### config.mk
export PLATFORM = sky130hd
export DESIGN_NAME = spi_led_display_register_controller_top
export DESIGN_NICKNAME = d
export VERILOG_FILES = /design/src/rtl/core/sld_pkg.sv /design/src/rtl/core/sld_store.sv /design/src/rtl/core/sld_core.sv /design/src/rtl/core/spi_led_display_register_controller_top.sv
export SDC_FILE = /design/constraint.sdc
export NUM_CORES = 1
export LEC_CHECK = 0
export BUFFER_PORTS_ARGS = -buffer_cell sky130_fd_sc_hd__buf_2
export CAP_MARGIN = 25
export CORE_MARGIN = 8
export CORE_UTILIZATION = 55
export DETAILED_ROUTE_END_ITERATION = 8
export GPL_TIMING_DRIVEN = 0
export PLACE_DENSITY = 0.71
export RECOVER_POWER = 100
export SYNTH_ARGS = -nofsm -noshare
export SYNTH_HDL_FRONTEND = slang
export SYNTH_SLANG_ARGS = --single-unit
### constraint.sdc
create_clock -name clk -period 3.69 [get_ports clk]
set_input_delay 0.1845 -clock clk [delete_from_list [all_inputs] [get_ports clk]]
set_output_delay 0.1845 -clock clk [all_outputs]
set_load 0.05 [all_outputs]
### src/rtl/core/sld_pkg.sv
// ----------------------------------------------------------------------------
// sld_pkg
// Shared types and constants for the display register controller.
// ----------------------------------------------------------------------------
package sld_pkg;

  localparam int STORE_DEPTH = 16;
  localparam int ADDR_W      = 4;
  localparam int PATTERN_W   = 16;
  localparam int SEG_WIDTH   = 12;

  localparam logic [15:0] TIMEOUT_RESET  = 16'h0300;
  localparam logic [7:0]  BAD_ADDR_REPLY = 8'hff;
  localparam logic [7:0]  TRAILER_REPLY  = 8'ha4;

  typedef enum logic [1:0] {
    CMD_SPI  = 2'd0,
    CMD_WDOG = 2'd1,
    CMD_SCAN = 2'd2
  } cmd_t;

  // pattern store write request
  typedef struct packed {
    logic                 we;
    logic [ADDR_W-1:0]    waddr;
    logic [PATTERN_W-1:0] wdata;
  } sld_wr_t;

endpackage

### src/rtl/core/sld_store.sv
// ----------------------------------------------------------------------------
// sld_store
// Sixteen-entry pattern memory: one write port, one registered read port,
// per-entry valid bits so unwritten entries read as zero.
// ----------------------------------------------------------------------------
module sld_store
  import sld_pkg::*;
(
  input  logic                 clk,
  input  logic                 rst_n,
  input  sld_wr_t              wr,
  input  logic [ADDR_W-1:0]    raddr,
  output logic [PATTERN_W-1:0] rd_data
);

  logic [PATTERN_W-1:0]   mem [STORE_DEPTH];
  logic [STORE_DEPTH-1:0] valid_r;
  logic [PATTERN_W-1:0]   rd_data_r;

  always_ff @(posedge clk) begin
    if (wr.we) begin
      mem[wr.waddr] <= wr.wdata;
    end
  end

  always_ff @(posedge clk) begin
    if (!rst_n) begin
      valid_r <= '0;
    end else if (wr.we) begin
      valid_r[wr.waddr] <= 1'b1;
    end
  end

  // write in the same cycle wins over the array contents
  always_ff @(posedge clk) begin
    if (wr.we && (wr.waddr == raddr)) begin
      rd_data_r <= wr.wdata;
    end else if (valid_r[raddr]) begin
      rd_data_r <= mem[raddr];
    end else begin
      rd_data_r <= '0;
    end
  end

  assign rd_data = rd_data_r;

endmodule

### src/rtl/core/sld_core.sv
// ----------------------------------------------------------------------------
// sld_core
// Protocol, watchdog and scan state with the result register.
// ----------------------------------------------------------------------------
module sld_core
  import sld_pkg::*;
#(
  parameter int NUM_DIGITS = 16
) (
  input  logic                 clk,
  input  logic                 rst_n,
  input  logic                 s1_valid,
  input  logic [1:0]           s1_cmd,
  input  logic [7:0]           s1_byte,
  input  logic [15:0]          timeout_limit,
  input  logic [PATTERN_W-1:0] rd_data,
  output sld_wr_t              wr,
  output logic [ADDR_W-1:0]    scan_rd_addr,
  output logic                 out_valid,
  output logic                 out_reply_load,
  output logic [7:0]           out_reply_byte,
  output logic                 out_scan_valid,
  output logic [SEG_WIDTH-1:0] out_segment_bits,
  output logic [15:0]          out_digit_onehot,
  output logic [1:0]           out_bank_select
);

  typedef enum logic [1:0] {
    PH_DIR  = 2'd0,
    PH_ADDR = 2'd1,
    PH_HI   = 2'd2,
    PH_LO   = 2'd3
  } phase_t;

  phase_t            phase_r, phase_nxt;
  logic              is_write_r, is_write_nxt;
  logic [ADDR_W-1:0] target_r, target_nxt;
  logic [15:0]       idle_r, idle_nxt;
  logic [ADDR_W-1:0] scan_r, scan_nxt;
  logic [7:0]        hi_r, hi_nxt;
  logic [7:0]        lo_r, lo_nxt;
  logic [16:0]       idle_inc;

  logic                 out_valid_r;
  logic                 reply_load_r, reply_load_nxt;
  logic [7:0]           reply_byte_r, reply_byte_nxt;
  logic                 scan_valid_r, scan_valid_nxt;
  logic [SEG_WIDTH-1:0] segment_r, segment_nxt;
  logic [15:0]          onehot_r, onehot_nxt;
  logic [1:0]           bank_r, bank_nxt;

  function automatic logic [ADDR_W-1:0] step_digit(input logic [ADDR_W-1:0] d);
    logic [ADDR_W-1:0] r;
    if (d == ADDR_W'(NUM_DIGITS - 1)) r = '0;
    else r = d + 1'b1;
    return r;
  endfunction

  assign idle_inc = {1'b0, idle_r} + 17'd1;

  always_comb begin
    phase_nxt      = phase_r;
    is_write_nxt   = is_write_r;
    target_nxt     = target_r;
    idle_nxt       = idle_r;
    scan_nxt       = scan_r;
    hi_nxt         = hi_r;
    lo_nxt         = lo_r;
    wr             = '0;
    wr.waddr       = target_r;
    reply_load_nxt = 1'b0;
    reply_byte_nxt = '0;
    scan_valid_nxt = 1'b0;
    segment_nxt    = '0;
    onehot_nxt     = '0;
    bank_nxt       = '0;
    if (s1_valid) begin
      case (cmd_t'(s1_cmd))
        CMD_SPI: begin
          idle_nxt = '0;
          case (phase_r)
            PH_DIR: begin
              is_write_nxt = (s1_byte != 8'd0);
              phase_nxt    = PH_ADDR;
            end
            PH_ADDR: begin
              if (s1_byte >= 8'(NUM_DIGITS)) begin
                reply_load_nxt = 1'b1;
                reply_byte_nxt = BAD_ADDR_REPLY;
                phase_nxt      = PH_DIR;
              end else begin
                target_nxt = s1_byte[ADDR_W-1:0];
                phase_nxt  = PH_HI;
                // whole word fetched now; low byte kept for the next phase
                lo_nxt     = rd_data[7:0];
                if (!is_write_r) begin
                  reply_load_nxt = 1'b1;
                  reply_byte_nxt = rd_data[15:8];
                end
              end
            end
            PH_HI: begin
              if (!is_write_r) begin
                reply_load_nxt = 1'b1;
                reply_byte_nxt = lo_r;
              end else begin
                wr.we    = 1'b1;
                wr.wdata = {s1_byte, 8'h00};
                hi_nxt   = s1_byte;
              end
              phase_nxt = PH_LO;
            end
            PH_LO: begin
              // low half was cleared by the previous phase; the saved high byte and this byte form the word
              if (!is_write_r) begin
                reply_load_nxt = 1'b1;
                reply_byte_nxt = TRAILER_REPLY;
              end else begin
                wr.we    = 1'b1;
                wr.wdata = {hi_r, s1_byte};
              end
              phase_nxt = PH_DIR;
            end
            default: phase_nxt = PH_DIR;
          endcase
        end
        CMD_WDOG: begin
          if (idle_inc >= {1'b0, timeout_limit}) begin
            phase_nxt = PH_DIR;
            idle_nxt  = '0;
          end else begin
            idle_nxt = idle_inc[15:0];
          end
        end
        CMD_SCAN: begin
          scan_nxt       = step_digit(scan_r);
          scan_valid_nxt = 1'b1;
          segment_nxt    = rd_data[PATTERN_W-1:PATTERN_W-SEG_WIDTH];
          onehot_nxt     = 16'd1 << scan_nxt;
          bank_nxt       = scan_nxt[ADDR_W-1] ? 2'd2 : 2'd1;
        end
        default: ;
      endcase
    end
  end

  // read address for a scan word accepted now, seen after the current word
  assign scan_rd_addr = step_digit(scan_nxt);

  always_ff @(posedge clk) begin
    if (!rst_n) begin
      phase_r      <= PH_DIR;
      is_write_r   <= 1'b0;
      target_r     <= '0;
      idle_r       <= '0;
      scan_r       <= '0;
      hi_r         <= '0;
      lo_r         <= '0;
      out_valid_r  <= 1'b0;
      reply_load_r <= 1'b0;
      reply_byte_r <= '0;
      scan_valid_r <= 1'b0;
      segment_r    <= '0;
      onehot_r     <= '0;
      bank_r       <= '0;
    end else begin
      phase_r      <= phase_nxt;
      is_write_r   <= is_write_nxt;
      target_r     <= target_nxt;
      idle_r       <= idle_nxt;
      scan_r       <= scan_nxt;
      hi_r         <= hi_nxt;
      lo_r         <= lo_nxt;
      out_valid_r  <= s1_valid;
      reply_load_r <= reply_load_nxt;
      reply_byte_r <= reply_byte_nxt;
      scan_valid_r <= scan_valid_nxt;
      segment_r    <= segment_nxt;
      onehot_r     <= onehot_nxt;
      bank_r       <= bank_nxt;
    end
  end

  assign out_valid        = out_valid_r;
  assign out_reply_load   = reply_load_r;
  assign out_reply_byte   = reply_byte_r;
  assign out_scan_valid   = scan_valid_r;
  assign out_segment_bits = segment_r;
  assign out_digit_onehot = onehot_r;
  assign out_bank_select  = bank_r;

  a_result_follows: assert property (@(posedge clk) disable iff (!rst_n)
    s1_valid |=> out_valid_r)
    else $error("accepted word produced no result");

  a_no_spurious: assert property (@(posedge clk) disable iff (!rst_n)
    !s1_valid |=> !out_valid_r)
    else $error("result without an accepted word");

  a_excl: assert property (@(posedge clk) disable iff (!rst_n)
    !(reply_load_r && scan_valid_r))
    else $error("reply and scan in one result");

  a_scan_onehot: assert property (@(posedge clk) disable iff (!rst_n)
    scan_valid_r |-> ($onehot(onehot_r) && (bank_r == 2'd1 || bank_r == 2'd2)))
    else $error("bad digit select");

  a_bad_addr: assert property (@(posedge clk) disable iff (!rst_n)
    (s1_valid && s1_cmd == CMD_SPI && phase_r == PH_ADDR && s1_byte >= 8'(NUM_DIGITS))
    |=> (phase_r == PH_DIR && reply_byte_r == BAD_ADDR_REPLY))
    else $error("out-of-range address did not restart protocol");

endmodule

### src/rtl/core/spi_led_display_register_controller_top.sv
// ----------------------------------------------------------------------------
// spi_led_display_register_controller_top
// SPI register front end over a sixteen-digit pattern store, with watchdog
// and multiplexed display scan.
// ----------------------------------------------------------------------------
// One word is taken every clock: busy is held low and cfg_ready high. Each
// accepted word yields exactly one result, strobed on out_valid once it has
// passed the input register and then the result register; the store read
// for that word is issued at acceptance on the memory's single registered
// read port, with same-cycle writes bypassed. Results cannot be held off.
// Write timeout_limit only while no words are in flight.
// ----------------------------------------------------------------------------
module spi_led_display_register_controller_top
  import sld_pkg::*;
#(
  parameter int NUM_DIGITS = 16
) (
  input  logic                 clk,
  input  logic                 rst_n,
  input  logic                 start,
  output logic                 busy,
  input  logic [1:0]           in_cmd,
  input  logic [7:0]           in_spi_byte,
  input  logic                 cfg_valid,
  output logic                 cfg_ready,
  input  logic [15:0]          cfg_data,
  output logic                 out_valid,
  output logic                 out_reply_load,
  output logic [7:0]           out_reply_byte,
  output logic                 out_scan_valid,
  output logic [SEG_WIDTH-1:0] out_segment_bits,
  output logic [15:0]          out_digit_onehot,
  output logic [1:0]           out_bank_select
);

  logic                 s1_valid_r;
  logic [1:0]           s1_cmd_r;
  logic [7:0]           s1_byte_r;
  logic [15:0]          timeout_r;
  logic                 accept;
  sld_wr_t              wr;
  logic [ADDR_W-1:0]    scan_rd_addr;
  logic [ADDR_W-1:0]    raddr;
  logic [PATTERN_W-1:0] rd_data;

  assign busy      = 1'b0;
  assign cfg_ready = 1'b1;
  assign accept    = start && !busy;

  always_ff @(posedge clk) begin
    if (!rst_n) begin
      s1_valid_r <= 1'b0;
      timeout_r  <= TIMEOUT_RESET;
    end else begin
      s1_valid_r <= accept;
      if (cfg_valid && cfg_ready) begin
        timeout_r <= cfg_data;
      end
    end
  end

  always_ff @(posedge clk) begin
    s1_cmd_r  <= in_cmd;
    s1_byte_r <= in_spi_byte;
  end

  assign raddr = (in_cmd == CMD_SCAN) ? scan_rd_addr : in_spi_byte[ADDR_W-1:0];

  sld_store u_store (
    .clk     (clk),
    .rst_n   (rst_n),
    .wr      (wr),
    .raddr   (raddr),
    .rd_data (rd_data)
  );

  sld_core #(
    .NUM_DIGITS (NUM_DIGITS)
  ) u_core (
    .clk              (clk),
    .rst_n            (rst_n),
    .s1_valid         (s1_valid_r),
    .s1_cmd           (s1_cmd_r),
    .s1_byte          (s1_byte_r),
    .timeout_limit    (timeout_r),
    .rd_data          (rd_data),
    .wr               (wr),
    .scan_rd_addr     (scan_rd_addr),
    .out_valid        (out_valid),
    .out_reply_load   (out_reply_load),
    .out_reply_byte   (out_reply_byte),
    .out_scan_valid   (out_scan_valid),
    .out_segment_bits (out_segment_bits),
    .out_digit_onehot (out_digit_onehot),
    .out_bank_select  (out_bank_select)
  );

endmodule

Word level (Yosys, flattened, before mapping)
Memories as Yosys holds them, arrays and structs flattened.
Index checks and enable logic that the tools add are counted.

cells by class
  add/subtract/negate cells = 3
  magnitude comparators = 5
  equality and inequality tests = 10
  shift-type cells = 1
  multiplexer cells = 40
  bitwise logic cells = 2
  reductions and logical operators = 15

operators with widths
  operator               count
  $mux 16                7
  $pmux 16 s2            2
  $mux 8                 4
  $mux 4                 7
  $pmux 8 s3             1
  $add 16x1->17 const B  1
  $ge 17x16->1           1
  $or 16x16->16          1
  $shl 1x4->16 const A   1
  $reduce_and 3->1       4
  $mux 1                 11
  $lt 4x5->1 const B     2
  $add 4x1->4 const B    2
  $eq 2x2->1 const B     4
  $eq 4x4->1 const B     2
  $ge 8x5->1 const B     1
  $pmux 2 s4             1
  $reduce_and 4->1       2
  $reduce_bool 8->1      1
  $mux 2                 3
  $bmux 1 s4             1
  $demux 1 s4            1
  $eq 2x1->1 const B     2
  $eq 4x4->1             1
  10 further kinds       13

word-level totals
  register bits after elaboration = 143
  bits in writable memories = 256
  input bits = 30
  output and inout bits = 43
  memories kept = 1

memory list
  memory       depth  width  rd ports  clocked after memory_dff  write ports  line             source
  u_store.mem  16     16     1         0                         1            sld_store.sv:16  logic [PATTERN_W-1:0] mem [STORE_DEPTH];

Logic depth before layout (Yosys ltp)
Gate-level depths: netlist of run 1.

  depth in word-level cells = 13
  mapped depth = 16
  mapped depth without buffers = 14

Hierarchy
From an unflattened synthesis of run 1, not the netlist that was laid out.

second synthesis, totals
  cell total of the unflattened synthesis = 1,083
  area, all modules = 15,960.3 um^2

by module, submodules not included
  module                                   instances  cells an instance  area each (um^2)  seq. area each (um^2)
  sld_store                                1          522                10,926.7          8,328.0
  sld_core                                 1          489                4,120.2           1,681.6
  spi_led_display_register_controller_top  1          72                 913.4             540.5

Worst setup path before layout of run 1
OpenSTA, ideal clock, no wires.

  path type = reg2reg
  start point = reg u_core.idle_r[2]
  end point = reg u_core.phase_r[1]
  library setup time = 0.070 ns
  arrival time = 3.260 ns
  setup slack = 0.359 ns
  cell stages (with the launch flop) = 17
  path buffers = 3
  period minus slack after synthesis = 3.331 ns
  path through = dfxtp_1 and3_1 nand3_1 or2_2 clkbuf_1 nor2_1 nand3_1 xnor2_1 ha_1 and3_1 o2111ai_1 and3_1 o211a_1 clkbuf_1 buf_1 o21ai_0 a21oi_1

between the ends
  cells in the longest elaborated chain, start to end = 4

ends and longest elaborated chain
  item                        line             source
  from (decl)                 sld_core.sv:38   logic [15:0] idle_r, idle_nxt;
  from (signal assigned)      sld_core.sv:170  idle_r <= idle_nxt;
  $add 16x1->17               sld_core.sv:59   assign idle_inc = {1'b0, idle_r} + 17'd1;
  $ge 17x16->1                sld_core.sv:128  if (idle_inc >= {1'b0, timeout_limit}) begin
  $ne 2x1->1 (no line)        --
  $reduce_and 3->1 (no line)  --
  to (signal assigned)        sld_core.sv:167  phase_r <= phase_nxt;
  to (decl)                   sld_core.sv:35   phase_t phase_r, phase_nxt;

Every way passes these cells.
A chain may end at the register's enable or synchronous reset.

Final worst setup path of run 1
  start point = reg u_core.scan_r[0]
  end point = reg u_store.rd_data_r[1] (netlist: u_store.rd_data[1])

between the ends
  cells in the longest elaborated chain, start to end = 13
  elaborated cells between the ends (all ways) = 18

ends and longest elaborated chain
  item                                              line                                           source
  from (decl)                                       sld_core.sv:39                                 logic [ADDR_W-1:0] scan_r, scan_nxt;
  from (signal assigned)                            sld_core.sv:171                                scan_r <= scan_nxt;
  $add 4x1->4 / $eq 4x4->1 (equally long branches)  sld_core.sv:55, sld_core.sv:54
  $mux 4 (*)                                        sld_core.sv:54                                 if (d == ADDR_W'(NUM_DIGITS - 1)) r = '0;
  $mux 4 (*)                                        sld_core.sv:78                                 case (cmd_t'(s1_cmd))
  $mux 4 (*)                                        sld_core.sv:77                                 if (s1_valid) begin
  $mux 4 (*)                                        sld_core.sv:78
  $mux 4 (*)                                        sld_core.sv:77
  net u_core.scan_nxt[1]                            sld_core.sv:39
  $add 4x1->4 / $eq 4x4->1 (equally long branches)  sld_core.sv:55, sld_core.sv:54
  $mux 4 (*)                                        sld_core.sv:54
  $mux 4 (*)                                        spi_led_display_register_controller_top.sv:67  assign raddr = (in_cmd == CMD_SCAN) ? scan_rd_addr : in_spi_byte[ADDR_W-1:0];
  $bmux 1 s4                                        sld_store.sv:38                                end else if (valid_r[raddr]) begin
  $mux 1 (not written as such)                      sld_store.sv:38
  $mux 16                                           sld_store.sv:38
  $mux 16 (*)                                       sld_store.sv:36                                if (wr.we && (wr.waddr == raddr)) begin
  to (signal assigned)                              sld_store.sv:37                                rd_data_r <= wr.wdata;
  to (signal assigned)                              sld_store.sv:39                                rd_data_r <= mem[raddr];
  to (decl)                                         sld_store.sv:18                                logic [PATTERN_W-1:0] rd_data_r;

The timed path passes the listed nets; every way through them passes the cells marked *. The select of a mux whose other input is x is not followed.

==> flow_metrics.tcl, run 1 <==
set metrics [dict create \
    clock-sinks 399 \
    hpwl_um 24400 \
    hold_viol_final 0 \
    vdd_drop_max_mv 0.447 \
    synth_top_area_share_pct 48.7 \
    drive_above_1_share_pct 17.0 \
    drt-total-wl_um 36000 \
    placed_cells 1542 \
    grt_overflow 0 \
    fmax_mhz 279 \
    slew_headroom_pct -10.3 \
    routed_via_density 5.83 \
    seq_area_frac_synth_pct 66.9 \
    syn_nets 1125 \
    design.core.area_um2 28500 \
    final_nets 1290 \
    initial_core_util_pct 55.4 \
    place_congestion 0.816 \
    synth.avg_cell_area_um2 14.7 \
    die_h_um 185 \
    p_per_area_nw_per_um2 497 \
    combinationalPowerShare_pct 5.5 \
    violations "capacitance limit, slew limit" \
    holdPathEnd "u_core.out_segment_bits[4]$_SDFF_PN0_" \
    fin_total_pwr_mw 9.11 \
    crit_arrival_ns 3.98 \
    status "finished with violations" \
    grt_pass1_wl_um 55500 \
    synth_seq_cells 399 \
    die_w_um 185 \
    diodes 0 \
    vias 9632 \
    numCtsBuffers 41 \
    rsz0062_at_grt "no" \
    crit_type "register to register" \
    clock_latency_ns 0.53 \
    p_int_mw 7.15 \
    required_ns 4.08 \
    area_growth_pct 16.2 \
    period_minus_slack_ns 3.59 \
    die-area_um2 34400 \
    worst_pin_slew_ns 1.64 \
    port_buffers 68 \
    netlist_area_um2 15800 \
    endpoint_kind "register" \
    grt_pass1_vias 9694 \
    finalSetupViolCount 0 \
    final_area_um2 18300 \
    placed_cell_area_um2 17000 \
    ctsHtreeMaxLevel 2 \
    synth_area_leaders "edfxtp_1 49%, dfxtp_1 18%, mux4_2 9.7%" \
    min_path_type "primary input to register" \
    hold_start "rst_n" \
    clockPowerShare_pct 42.2 \
    min_period_over_period_pct 97.3 \
    root_buffer "clkbuf_16" \
    async_reset_ff_share_pct 0 \
    yosys.area.top_type "edfxtp_1" \
    rrSetupSlack_ns 0.10 \
    reg2reg_from "u_core.scan_r[0]$_SDFF_PN0_" \
    switchingPower_mw 1.96 \
    fin_cells 1652 \
    hold-path-cell-count 2 \
    synth-main-ff-cell "edfxtp_1" \
    remaining_drc_errors 0 \
    synth-edff-count 256 \
    syn_inst 1072 \
    cts_tree "built" \
    pin_count 73 \
    drt_first_pass_iters 5 \
    clock_skew_ns 0.0165 \
    worstPathMaxFanout 10 \
    drv_slew 10 \
    synth.distinct_cells 60 \
    clkSlewWorstSetupHoldPaths_ns 0.06 \
    finalSetupTns_ns 0 \
    fp-row-count 62 \
    p_leak_nw 5.64 \
    drtIter0Drc 946 \
    synth_warnings 0 \
    cts.path.max_buffers 3 \
    hold_ws_ns 0.107 \
    p_sw_share_pct 21.5 \
    grt_max_degree 17 \
    grt_usage_pct 21.4 \
    cp-start-kind "register" \
    reg2reg_to "u_store.rd_data[1]$_DFF_P_" \
    p_seq_share_pct 52.3 \
    cap_violations 2 \
    drtAntennaViolNets 0 \
    antenna_found_initial 0 \
    wire_per_inst_um 21.8 \
    rr_worst_depth 12 \
]
[layer usage]
metal  track usage, %  wire [um]  vias up
met1             28.0      15000     4781
li1                 -          -     4391
met5                0          0        -
met3             4.34       2790       72
met2             35.0      17100      388
met4             7.65       1130        0
[worst max-delay path by stage]
stage | start | slack (ns) | end
after floorplan | u_core.idle_r[2]$_SDFFE_PN0P_ | 0.36 | u_core.phase_r[1]$_SDFFE_PN0P_
after global placement | s1_valid_r$_SDFF_PN0_ | -1.13 | u_store.mem[12][10]$_DFFE_PP_
after detailed placement | u_core.scan_r[0]$_SDFF_PN0_ | -0.79 | u_store.rd_data[1]$_DFF_P_
after CTS | s1_cmd_r[1]$_DFF_P_ | 0.04 | u_store.rd_data[14]$_DFF_P_
after global routing | u_core.scan_r[0]$_SDFF_PN0_ | 0.0007 | u_store.rd_data[6]$_DFF_P_
final | u_core.scan_r[0]$_SDFF_PN0_ | 0.10 | u_store.rd_data[1]$_DFF_P_
[cell type report]
class / count / area, um^2
plain buffers: 61 / 358
clock buffers: 49 / 1100
clock inverters: 25 / 160
fillers: 2110 / 10100
inverters: 25 / 93.8
multi-input cells: 586 / 4860
flip-flops and latches: 399 / 10600
well taps: 384 / 480
repair buffers: 123 / 716
[Yosys cell counts, types with 8 or more instances]
cell type  number
edfxtp_1      256
dfxtp_1       143
nor2_1         96
nand2_1        76
mux4_2         68
a21oi_1        51
clkbuf_1       38
and3_1         29
o21ai_0        26
mux2i_1        25
inv_1          24
ha_1           23
and2_1         21
nand3_1        18
a22o_1         16
xnor2_1        14
or3_1          11
a221oi_2        9
buf_2           8
o22ai_1         8
o2bb2ai_1       8
o32ai_1         8
xor2_1          8
[metrics by stage]
| stage | worst slack [ns] | utilization, % |
|---|---|---|
| after detailed placement | -0.792 | 59.6 |
| final | 0.100 | 64.4 |
| after CTS | 0.0365 | 65.1 |
| after floorplan | 0.359 | - |
| after global placement | -1.13 | 58.3 |
| after global routing | 0.000668 | 64.4 |
[flip-flops by register name (all words and copies together) (netlist names)]
name / flops
u_core.out_scan_valid: 1
u_core.out_segment_bits: 12
u_core.out_reply_load: 1
u_core.out_bank_select: 2
u_core.target_r: 4
s1_byte_r: 8
u_store.rd_data: 16
u_core.out_reply_byte: 8
u_core.is_write_r: 1
u_core.phase_r: 2
u_core.hi_r: 8
s1_valid_r: 1
s1_cmd_r: 2
u_store.mem: 256
timeout_r: 16
u_core.scan_r: 4
u_core.out_digit_onehot: 16
u_core.lo_r: 8
u_core.idle_r: 16
u_core.out_valid: 1
u_store.valid_r: 16
[worst max-delay path: stages, from the launching register on]
cell,delay (ns)
dfxtp_2,0.42
inv_1,0.14
ha_1,0.35
nand2_1,0.06
o21ai_0,0.10
ha_1,0.24
or3_4,0.40
o311ai_4,0.19
buf_12,0.24
buf_6,0.21
mux4_2,0.55
a221oi_2,0.38
o2bb2ai_1,0.16
[power groups by stage]
| stage | logic, mW | registers, mW | clock network (mW) |
|---|---|---|---|
| final | 0.502 | 4.77 | 3.84 |
| after global routing | 0.539 | 4.77 | 4.09 |
| after CTS | 0.490 | 4.76 | 3.92 |
| after detailed placement | 0.455 | 4.86 | 0 |
| after global placement | 0.453 | 4.86 | 0 |
| after floorplan | 0.314 | 4.85 | 0 |
[cell usage in the layout (no fill, tap or decap), drive strengths merged, types with 28 or more instances in the layout]
cell type	synthesis	layout
nor2	97	97
o21ai	28	28
nand2	76	76
and3	29	29
dfxtp	143	143
clkbuf	38	157
edfxtp	256	256
a21oi	51	51
buf	24	49
mux4	68	68
[kinds of logic (layout without fill, tap and decap cells)]
| group | after synthesis | after routing | share of synthesized area [%] |
|---|---|---|---|
| simple gates | 286 | 286 | 8.68 |
| fa+ha+maj | 23 | 23 | 1.82 |
| flops | 399 | 399 | 66.9 |
| other cells | 2 | 2 | 0.0476 |
| buf+inv | 87 | 283 | 2.56 |
| xor+xnor | 22 | 22 | 1.22 |
| compound gates | 156 | 156 | 7.12 |
| mux | 97 | 97 | 11.7 |
[what timing repair did]
action	4_1_cts	5_1_grt
buffers inserted	0	3
hold buffers	27	0
pin swaps	0	1
endpoints found under the hold margin	27	0
endpoints found under the setup margin	34	34
gates resized for setup	17	17
(Power assumes the default switching activity.)
==> run 2: changes to the inputs <==
--- a/config.mk
+++ b/config.mk
@@ -10,9 +10,11 @@
 export CORE_MARGIN = 8
 export CORE_UTILIZATION = 55
 export DETAILED_ROUTE_END_ITERATION = 8
+export GPL_ROUTABILITY_DRIVEN = 0
 export GPL_TIMING_DRIVEN = 0
-export PLACE_DENSITY = 0.71
+export PLACE_DENSITY = 0.74
 export RECOVER_POWER = 100
+export SKIP_LAST_GASP = 1
 export SYNTH_ARGS = -nofsm -noshare
 export SYNTH_HDL_FRONTEND = slang
 export SYNTH_SLANG_ARGS = --single-unit
==> flow_metrics.tcl, run 2 (same netlist as run 1, synthesis figures left out) <==
set metrics [dict create \
    hpwl_um 24100 \
    layout_common_cells "256 x edfxtp_1, 139 x dfxtp_1, 103 x clkbuf_1, 94 x nor2_1, 76 x nand2_1" \
    drive_above_1_share_pct 17.6 \
    cts.path.max_buffers 3 \
    hold_viol_final 0 \
    die_w_um 185 \
    gr-max-usage-layer "met2" \
    drt-total-wl_um 36500 \
    required_ns 4.10 \
    grt_pass1_vias 9557 \
    drtAntennaViolNets 0 \
    final_common_cell "edfxtp_1" \
    finalSetupViolCount 0 \
    final_nets 1291 \
    status "finished with violations" \
    die_h_um 185 \
    slowest_delay_ns 0.54 \
    worst_pin_slew_ns 1.62 \
    min_period_over_period_pct 98.0 \
    final-seq-area_um2 10600 \
    initial_core_util_pct 55.4 \
    drv_slew 12 \
    clock-sinks 399 \
    port_buffers 68 \
    use_met1_pct 28.8 \
    routed_via_density 5.87 \
    antenna_found_initial 1 \
    crit_arrival_ns 4.02 \
    design.core.area_um2 28500 \
    cp-start-kind "register" \
    largest-register "u_store.mem" \
    p_per_area_nw_per_um2 508 \
    grt_usage_pct 21.1 \
    path_cells "ha_1 > buf_2 > nand3_1 > nand3_1 > o21ai_2 > ha_1 > or3_4 > o311ai_4 > buf_6 > mux4_2 > a22o_1 > a221oi_1 > o2bb2ai_1" \
    die-area_um2 34400 \
    use_met3_pct 3.32 \
    finalSetupTns_ns 0 \
    fp-row-count 62 \
    pin_count 73 \
    grt_overflow 0 \
    fin_total_pwr_mw 9.38 \
    cap_violations 1 \
    numCtsBuffers 41 \
    vias 9716 \
    clkSlewWorstSetupHoldPaths_ns 0.06 \
    vdd_drop_max_mv 0.479 \
    ctsHtreeMaxLevel 2 \
    drt_first_pass_iters 5 \
    grt_pass1_wl_um 55300 \
    largest_reg_flops 256 \
    hold_ws_ns 0.0999 \
    crit_type "register to register" \
    drtIter0Drc 1083 \
    fill_cells 2013 \
    slew_headroom_pct -8.80 \
    clock_latency_ns 0.53 \
    root_buffer "clkbuf_16" \
    clock_skew_ns 0.0173 \
    cts_tree "built" \
    endpoint_kind "register" \
    worstPathMaxFanout 10 \
    p_leak_nw 5.70 \
    grt_max_degree 17 \
    remaining_drc_errors 0 \
    slowest_stage "mux4_2" \
    period_minus_slack_ns 3.61 \
    area_growth_pct 17.0 \
    fmax_mhz 277 \
    violations "capacitance limit, slew limit" \
    min_path_type "primary input to register" \
    wire_per_inst_um 22.1 \
    met2_usage_pct 34.5 \
    multi_input_area_um2 4880 \
]
==> run 2: cell types whose count changed in the layout (fill, tap and decap cells not counted), sizes merged <==
cell      previous run  this run
clkinvlp             3         4
diode                0         1
clkinv              19        16
bufinv               1         5
==> run 2: metal layers <==
layer / vias to the layer above / share of wire (%)
li1: 4390 / -
met1: 4822 / 42
met2: 435 / 48
met3: 69 / 7.9
met4: 0 / 2.4
met5: - / 0
==> run 2: path summary, 6_finish.rpt <==
check / startpoint / to / slack [ns] / depth (start not counted)
setup reg to reg: u_core.scan_r[0]$_SDFF_PN0_ / u_store.rd_data[4]$_DFF_P_ / 0.08 / 13
hold reg to reg: u_store.rd_data[0]$_DFF_P_ / u_core.lo_r[0]$_SDFFE_PN0P_ / 0.44 / 2
hold / removal: rst_n / u_core.out_segment_bits[11]$_SDFF_PN0_ / 0.1 / 2
setup / recovery: u_core.scan_r[0]$_SDFF_PN0_ / u_store.rd_data[4]$_DFF_P_ / 0.08 / 13
==> run 2: critical path, delay by kind of cell (launching register included) <==
kind	cells	cell delay (ns)
muxes	1	0.54
buffers and inverters	2	0.48
DFF	1	0.42
adders and majority gates	2	0.42
and+or+nand+nor	3	0.65
AOI/OAI and AO/OA	5	0.98
==> run 2: repair_timing <==
item | in CTS | in global routing
endpoints found under the setup margin | 33 | 33
pin swaps | 0 | 1
hold endpoints to repair | 27 | 0
hold buffers | 27 | 0
buffers inserted | 0 | 5
cloned | 0 | 1
resized for setup | 17 | 17
==> run 2: cell type report <==
class                   count  area share, %
plain buffers              61           1.87
repair buffers            124           4.02
flip-flops and latches    399           57.2
diodes                      1         0.0136
clock inverters            27           1.57
inverters                  25          0.509
well taps                 384           2.60
clock buffers              48           5.76
multi-input cells         586           26.5
==> run 2: where the power goes <==
part	leakage [nW]	total [mW]	switching [mW]	internal [mW]
sequential	2.94	4.77	0.0322	4.73
combinational	2.11	0.509	0.289	0.220
clock	0.650	4.10	1.68	2.43
total	5.70	9.38	2.00	7.38
==> run 2: per-stage QoR <==
step,std cells,cell area [um^2],utilization (%),setup WS (ns)
floorplan,1072,15800,-,0.359
global placement,1524,16600,58.3,-0.944
CTS,1643,18600,65.4,0.0235
global route,1655,18500,64.8,-0.0287
finish,1655,18500,64.8,0.0755
detailed placement,1542,16900,59.5,-0.677
==> run 3: changes to the inputs <==
--- a/config.mk
+++ b/config.mk
@@ -8,11 +8,11 @@
 export BUFFER_PORTS_ARGS = -buffer_cell sky130_fd_sc_hd__buf_2
 export CAP_MARGIN = 25
 export CORE_MARGIN = 8
-export CORE_UTILIZATION = 55
+export CORE_UTILIZATION = 43
 export DETAILED_ROUTE_END_ITERATION = 8
 export GPL_ROUTABILITY_DRIVEN = 0
 export GPL_TIMING_DRIVEN = 0
-export PLACE_DENSITY = 0.74
+export PLACE_DENSITY = 0.6
 export RECOVER_POWER = 100
 export SKIP_LAST_GASP = 1
 export SYNTH_ARGS = -nofsm -noshare
==> flow_metrics.tcl, run 3 (same netlist as run 1, synthesis figures left out) <==
set metrics [dict create \
    final_nets 1299 \
    clkSlewWorstSetupHoldPaths_ns 0.06 \
    die_h_um 208 \
    grt_overflow 0 \
    clock-sinks 399 \
    port_buffers 68 \
    fmax_mhz 277 \
    layout_common_cells "256 x edfxtp_1, 138 x dfxtp_1, 90 x clkbuf_1, 81 x nor2_1, 75 x nand2_1" \
    initial_core_util_pct 43.4 \
    slowest_stage "mux4_2" \
    grt_usage_pct 17.4 \
    antenna_found_initial 0 \
    final_common_cell "edfxtp_1" \
    hold_start "rst_n" \
    path_cells "buf_6 > and3b_1 > buf_4 > nand2_1 > o21ai_0 > ha_1 > or3_4 > o311ai_4 > clkbuf_16 > buf_4 > mux4_2 > a22o_1 > a221oi_2 > o2bb2ai_1" \
    multi_input_area_um2 4990 \
    finalSetupTns_ns 0 \
    reg2reg_from "s1_cmd_r[0]$_DFF_P_" \
    p_int_mw 7.33 \
    endpoint_kind "register" \
    required_ns 4.13 \
    vdd_drop_max_mv 0.299 \
    wire_per_inst_um 22.0 \
    numCtsBuffers 42 \
    drive_above_1_share_pct 21.1 \
    crit_buf_inv 4 \
    p_sw_share_pct 22.1 \
    slowest_delay_ns 0.50 \
    p_seq_share_pct 50.7 \
    hold-path-cell-count 2 \
    cp-start-kind "register" \
    die_w_um 208 \
    p_leak_nw 5.90 \
    grt_pass1_wl_um 58400 \
    reg2reg_to "u_store.rd_data[2]$_DFF_P_" \
    period_minus_slack_ns 3.61 \
    crit_top_cell "buf_4" \
    remaining_drc_errors 0 \
    slew_headroom_pct 40.3 \
    die-area_um2 43100 \
    cap_violations 0 \
    finalSetupViolCount 0 \
    clock_skew_ns 0.0227 \
    diodes 0 \
    hold_viol_final 0 \
    drv_slew 0 \
    min_path_type "primary input to register" \
    crit_arrival_ns 4.05 \
    crit_type "register to register" \
    area_growth_pct 20.2 \
    p_per_area_nw_per_um2 496 \
    largest-register "u_store.mem" \
    rsz0062_at_grt "yes" \
    drt-total-wl_um 38300 \
    rr_worst_depth 14 \
    min_period_over_period_pct 97.8 \
    hold_ws_ns 0.0939 \
    largest_reg_flops 256 \
    drtAntennaViolNets 0 \
    hpwl_um 26100 \
    worst_pin_slew_ns 0.891 \
    clockPowerShare_pct 43.7 \
    pin_count 73 \
    cts_tree "built" \
    crit_family "compound AO/OA/AOI/OAI gates" \
    grt_pass1_vias 9618 \
    fill_cells 3012 \
    design.core.area_um2 36300 \
    clock_latency_ns 0.56 \
    holdPathEnd "u_core.out_segment_bits[1]$_SDFF_PN0_" \
    grt_max_degree 17 \
    switchingPower_mw 2.08 \
    root_buffer "clkbuf_16" \
    vias 9554 \
    worstPathMaxFanout 10 \
    combinationalPowerShare_pct 5.6 \
    rrSetupSlack_ns 0.08 \
    drt_first_pass_iters 5 \
    drtIter0Drc 766 \
    fp-row-count 70 \
    final-seq-area_um2 10600 \
    status "complete, no violations" \
    ctsHtreeMaxLevel 2 \
    cts.path.max_buffers 3 \
    routed_via_density 5.48 \
]
==> run 3: cell types whose count changed in the layout (fill, tap and decap cells not counted), sizes merged <==
cell	previous run	this run
buf	49	73
bufinv	5	2
clkbuf	157	147
clkinv	16	14
clkinvlp	4	2
diode	1	0
==> run 3: cell type report <==
class                      count  area share [%]
timing repair buffer         132            5.44
clock buffer                  55            6.08
clock inverter                20            1.03
tap                          468            3.09
sequential                   399            55.7
buffer                        60            1.85
inverter                      25           0.495
multi-input combinational    586            26.3
==> run 3: power groups by stage <==
stage	Sequential, mW	Combinational (mW)	Clock [mW]
6_report	4.77	0.529	4.11
5_1_grt	4.77	0.570	4.37
4_1_cts	4.77	0.504	4.20
3_5_place_dp	4.86	0.465	0
3_3_place_gp	4.86	0.461	0
2_1_floorplan	4.85	0.314	0
==> run 3: worst max-delay path by stage <==
stage / from / endpoint / slack (ns) / depth (start not counted)
after global placement: s1_valid_r$_SDFF_PN0_ / u_store.mem[12][9]$_DFFE_PP_ / -1.20 / 6
final: s1_cmd_r[0]$_DFF_P_ / u_store.rd_data[2]$_DFF_P_ / 0.08 / 14
after global routing: u_core.scan_r[0]$_SDFF_PN0_ / u_store.rd_data[7]$_DFF_P_ / -0.08 / 14
after floorplan: u_core.idle_r[2]$_SDFFE_PN0P_ / u_core.phase_r[1]$_SDFFE_PN0P_ / 0.36 / 16
after detailed placement: u_core.scan_r[0]$_SDFF_PN0_ / u_store.rd_data[3]$_DFF_P_ / -0.88 / 13
after CTS: u_core.scan_r[0]$_SDFF_PN0_ / u_store.rd_data[2]$_DFF_P_ / 0.02 / 13
==> run 3: what timing repair did <==
item / 4_1_cts / 5_1_grt
hold buffers: 27 / 0
endpoints found under the hold margin: 27 / 0
cloned: 0 / 1
pin swaps: 0 / 5
gates resized for setup: 25 / 26
endpoints found under the setup margin: 34 / 32
setup buffers: 1 / 8
==> run 3: routing by layer <==
metal | up-vias | share of wire, % | GRT usage [%]
li1 | 4394 | - | -
met3 | 59 | 5.9 | 3.19
met2 | 285 | 48 | 28.7
met4 | 0 | 2.0 | 4.76
met5 | - | 0 | 0
met1 | 4816 | 44 | 23.4
==> run 3: per-stage QoR <==
stage          setup slack, ns  instances  area (um^2)  util, %  power (mW)
2_1_floorplan            0.359       1072        15800        -        5.17
3_3_place_gp             -1.20       1608        16700     45.9        5.32
3_5_place_dp            -0.876       1628        17100     47.0        5.33
4_1_cts                 0.0234       1730        18800     51.6        9.47
5_1_grt                -0.0750       1745        19000     52.2        9.71
6_report                0.0825       1745        19000     52.2        9.41
